==> src/rtl/srf_ram.sv <==
// Generic single-port-write, single-port-read RAM with registered read data.
// No dependencies.
module srf_ram #(
  parameter int WIDTH = 8,
  parameter int DEPTH = 16
) (
  input  logic                                         clk,
  input  logic                                         we,
  input  logic [((DEPTH > 1) ? $clog2(DEPTH) : 1)-1:0] waddr,
  input  logic [WIDTH-1:0]                             wdata,
  input  logic                                         re,
  input  logic [((DEPTH > 1) ? $clog2(DEPTH) : 1)-1:0] raddr,
  output logic [WIDTH-1:0]                             rdata
);

  logic [WIDTH-1:0] mem [DEPTH];

  always_ff @(posedge clk) begin
    if (we) begin
      mem[waddr] <= wdata;
    end
    if (re) begin
      rdata <= mem[raddr];
    end
  end

endmodule

==> config.mk <==
export PLATFORM = sky130hd
export DESIGN_NAME = srf_ram
export DESIGN_NICKNAME = d
export VERILOG_FILES = /design/src/rtl/srf_ram.sv
export SDC_FILE = /design/constraint.sdc
export NUM_CORES = 1
export LEC_CHECK = 0
export ABC_AREA = 1
export ABC_CLOCK_PERIOD_IN_PS = 1300
export BUFFER_PORTS_ARGS = -buffer_cell sky130_fd_sc_hd__buf_2
export CAP_MARGIN = 30
export CORE_MARGIN = 2
export CORE_UTILIZATION = 35
export CTS_BUF_LIST = sky130_fd_sc_hd__clkbuf_8 sky130_fd_sc_hd__clkbuf_16
export DETAILED_ROUTE_END_ITERATION = 7
export PLACE_DENSITY = 0.49
export SYNTH_ARGS = -nofsm -noshare
export SYNTH_HDL_FRONTEND = slang
export SYNTH_SLANG_ARGS = --single-unit
==> constraint.sdc <==
create_clock -name clk -period 1.3 [get_ports clk]
set_clock_uncertainty 0.1 [all_clocks]
set_input_delay 0.39 -clock clk [delete_from_list [all_inputs] [get_ports clk]]
set_output_delay 0.39 -clock clk [all_outputs]
set_load 0.1 [all_outputs]
# == Word-level counts from Yosys, hierarchy flattened ==
# Memories as Yosys holds them, arrays and structs flattened. A register that Yosys moved wholly into a read port is not among the register bits.
# Index checks and enable logic that the tools add are counted.
# W data, S select, Z words.
# classes
mux,2
# ops
operator,n
$mux W1,2
# word_totals
reg_bits,0
word_cells,3
mem_bits_rw,128
in_bits,19
n_memories,1
output_inout_bits,8
# mem_list
memory,words,word_bits,rd,rd_clocked_by_memory_dff,write_ports,line,source
mem,16,8,1,1,1,16,logic [WIDTH-1:0] mem [DEPTH];

# == Depth between registers and ports, before layout ==
# depth
word_depth,2
depth_mapped,8
depth_no_buf,7

# == Worst setup path after synthesis ==
# No wires, ideal clock.
# synth_path
kind,input port to flip-flop
from,input port waddr[2] in the netlist's numbering
to,memory mem[10][0] (enable)
slack_ns,-0.141
setup_time_ns,0.370
n_path_buf,0
required_ns,0.830
t_arrival_ns,0.971
path_stages,2
path_cell_list,nand3b_1 -> nor2_1
# synth_rtl
item,line,source
start: declaration,9,"input logic [((DEPTH > 1) ? $clog2(DEPTH) : 1)-1:0] waddr,"
end: declaration,16,
# No word-level cell before the write port.

# == Worst setup path in the final report ==
# layout_path
from,register rdata[7] (read register of mem)
to,output port rdata[7]
# layout_rtl
item,line,source
start: declaration,13,output logic [WIDTH-1:0] rdata
# No word-level cell between the ends.

==> results_dict.tcl <==
set metrics [dict create \
    yosysWarnings 0 \
    worst-path-buf-inv 1 \
    yosysUniqueCellTypes 11 \
    fin_crit_ps 1580 \
    post-route-period-util_pct 122 \
    critPathLaunchType "register" \
    rows 47 \
    synthSimpleGateAreaFrac_pct 20.8 \
    maxSlewViolCount 0 \
    drtIter0Drc 334 \
    synth_top_area_share_pct 69.8 \
    hold_path.class "input pin to register" \
    clk_pin_slew_worst_paths_ps 50 \
    cts-buffers-inserted 17 \
    finalHoldViolations 0 \
    crit_type "register to output pin" \
    synth_ff_type "edfxtp_1" \
    critPathTopFamily "flip-flops" \
    synthToLayoutAreaGrowth_pct 25.2 \
    cts_tree "built" \
    ys_seq_area_share_pct 69.8 \
    grt_pass1_vias 3825 \
    layout-drive-gt1-share_pct 17.4 \
    postRouteAntennaNets 0 \
    core_sq_um 16500 \
    p_leak_uw 0.00315 \
    dp_hpwl_mm 9.06 \
    root_buffer "clkbuf_16" \
    post-synth-top-count-cell "nand2_1" \
    end_kind "output pin" \
    syn_inst 551 \
    synth_top_family_by_area "simple AND/OR/NAND/NOR gates" \
    synth_xor_area_share_pct 0 \
    antenna_found_initial 0 \
    wl_mm 13.9 \
    seqPwrFrac_pct 46.3 \
    fp.dieW_microns 133 \
    gr-total-overflow 0 \
    dp_slack_ps -426 \
    grt_first_pass_wirelength_mm 21.5 \
    synth-async-reset-ratio_pct 0 \
    switchingPower_uw 2360 \
    viasPerCell 4.55 \
    clockBufferDepth 2 \
    finalWorstSetupSlack_ps -282 \
    cts_hold_buf 0 \
    synth_edf_count 136 \
    synthAdderAreaFrac_pct 0 \
    pwr-share-clk_pct 45.2 \
    critical-path-slowest-cell "edfxtp_1" \
    initial_core_util_pct 35.5 \
    setup_viol 8 \
    grt_max_degree 33 \
    synth_nets 570 \
    synthTopCellsByArea "edfxtp_1, nand2_1, nand3_1" \
    rsz0062_at_grt "true" \
    drc 0 \
    wl_per_cell_microns 16.4 \
    ys_seq_elements 136 \
    die_h_microns 133 \
    cap_violations 0 \
    n_antenna_cell 0 \
    power_density_nw_per_um2 1470 \
    synth_compound_area_share_pct 0 \
    setup_tns_ps -1980 \
    num_vias 3841 \
    die-area_sq_um 17800 \
    status "finished with violations" \
    h-tree-depth 4 \
    synth_mux_area_share_pct 0 \
    worstPathMaxFanout 1 \
    clock_sinks 136 \
    swShare_pct 21.9 \
    worst-slew-pin-transition_ps 381 \
    place.gp.congestion 0.810 \
    yosysTopAreaCell "edfxtp_1" \
    irDropWorstVdd_mv 0.908 \
    cp.required_ps 810 \
    synthTopCellsByCount "nand2_1, edfxtp_1, inv_1" \
    rrSetupSlack_ps 60 \
    combPwrFrac_pct 8.5 \
    internal_power_uw 8400 \
    ios 27 \
    clk_latency_ps 430 \
    synthesis.area_sq_um 5850 \
    drt-pass1-iter-count 4 \
    grt_use_total_pct 16.8 \
    cp_data_arrival_time_ps 1090 \
    slowest_delay_ps 460 \
    violations "setup timing" \
    slew_headroom_pct 74.6 \
    final_nets 631 \
    fmax_mhz 632 \
    portBuffers 26 \
    crit_path_cell_trace "buf_12" \
    synth.avg_cell_area_sq_um 10.6 \
]
sequential cells by signal (all words and copies together), names as in the netlist:
signal / cells
rdata: 8
mem: 128
power groups by stage:
| stage | registers [uW] | logic (uW) | clock network (uW) |
|---|---|---|---|
| final | 4990 | 916 | 4860 |
| after global routing | 4990 | 995 | 5130 |
| after CTS | 4980 | 921 | 4950 |
| after detailed placement | 5080 | 919 | 0 |
| after global placement | 5070 | 915 | 0 |
| after floorplan | 5210 | 365 | 0 |
timing repair:
action / 4_1_cts / 5_1_grt
gates resized for setup: 0 / 6
buffers inserted: 0 / 0
cloned: 0 / 0
endpoints found under the setup margin: 8 / 13
cell usage in the layout (no fill, tap or decap):
cell / netlist / layout
buf_12: 0 / 21
inv_1: 100 / 104
buf_4: 4 / 26
edfxtp_1: 136 / 136
nand3_1: 97 / 92
clkinv_2: 0 / 4
clkinv_1: 0 / 1
nor2_2: 0 / 8
inv_2: 2 / 3
nand2_1: 173 / 173
nor2_4: 0 / 1
bufinv_16: 0 / 4
nand3_2: 0 / 5
clkbuf_16: 0 / 17
buf_2: 13 / 18
buf_6: 6 / 1
nor2_1: 17 / 8
nand3b_1: 2 / 2
clkinvlp_4: 0 / 1
metrics by stage:
stage	cells	util, %	power, uW	area [sq um]	hold slack, ps
CTS	845	44.3	10900	7290	228
floorplan	551	-	5570	5910	389
global placement	813	40.7	5990	6700	634
detailed placement	813	40.7	5990	6700	618
finish	845	44.5	10800	7320	240
global route	845	44.5	11100	7320	241
final timing paths:
| kind | start | end | cells after the start |
|---|---|---|---|
| max | rdata[7] | rdata[7] | 1 |
| min | wdata[7] | mem[7][7] | 2 |
| max reg2reg | mem[5][7] | rdata[7] | 6 |
| min reg2reg | mem[12][1] | rdata[1] | 6 |
layer usage:
layer	GRT usage (%)	share of wire, %	vias up
met3	3.61	5.0	17
met2	26.2	48	91
li1	-	-	1908
met4	7.92	1.9	0
met5	0	0	-
met1	22.4	45	1825
cell type report:
| type | count | area [sq um] |
|---|---|---|
| fill | 1553 | 9150 |
| sequential | 136 | 4080 |
| inverter | 102 | 383 |
| tap | 220 | 275 |
| timing repair buffer | 66 | 717 |
| clock buffer | 17 | 425 |
| clock inverter | 15 | 170 |
| multi-input combinational | 289 | 1270 |
cells by family after synthesis:
| group | after synthesis |
|---|---|
| AND/OR/NAND/NOR | 289 |
| buffers and inverters | 126 |
| flip-flops | 136 |
Note: power is estimated with default switching activity, not from simulation.
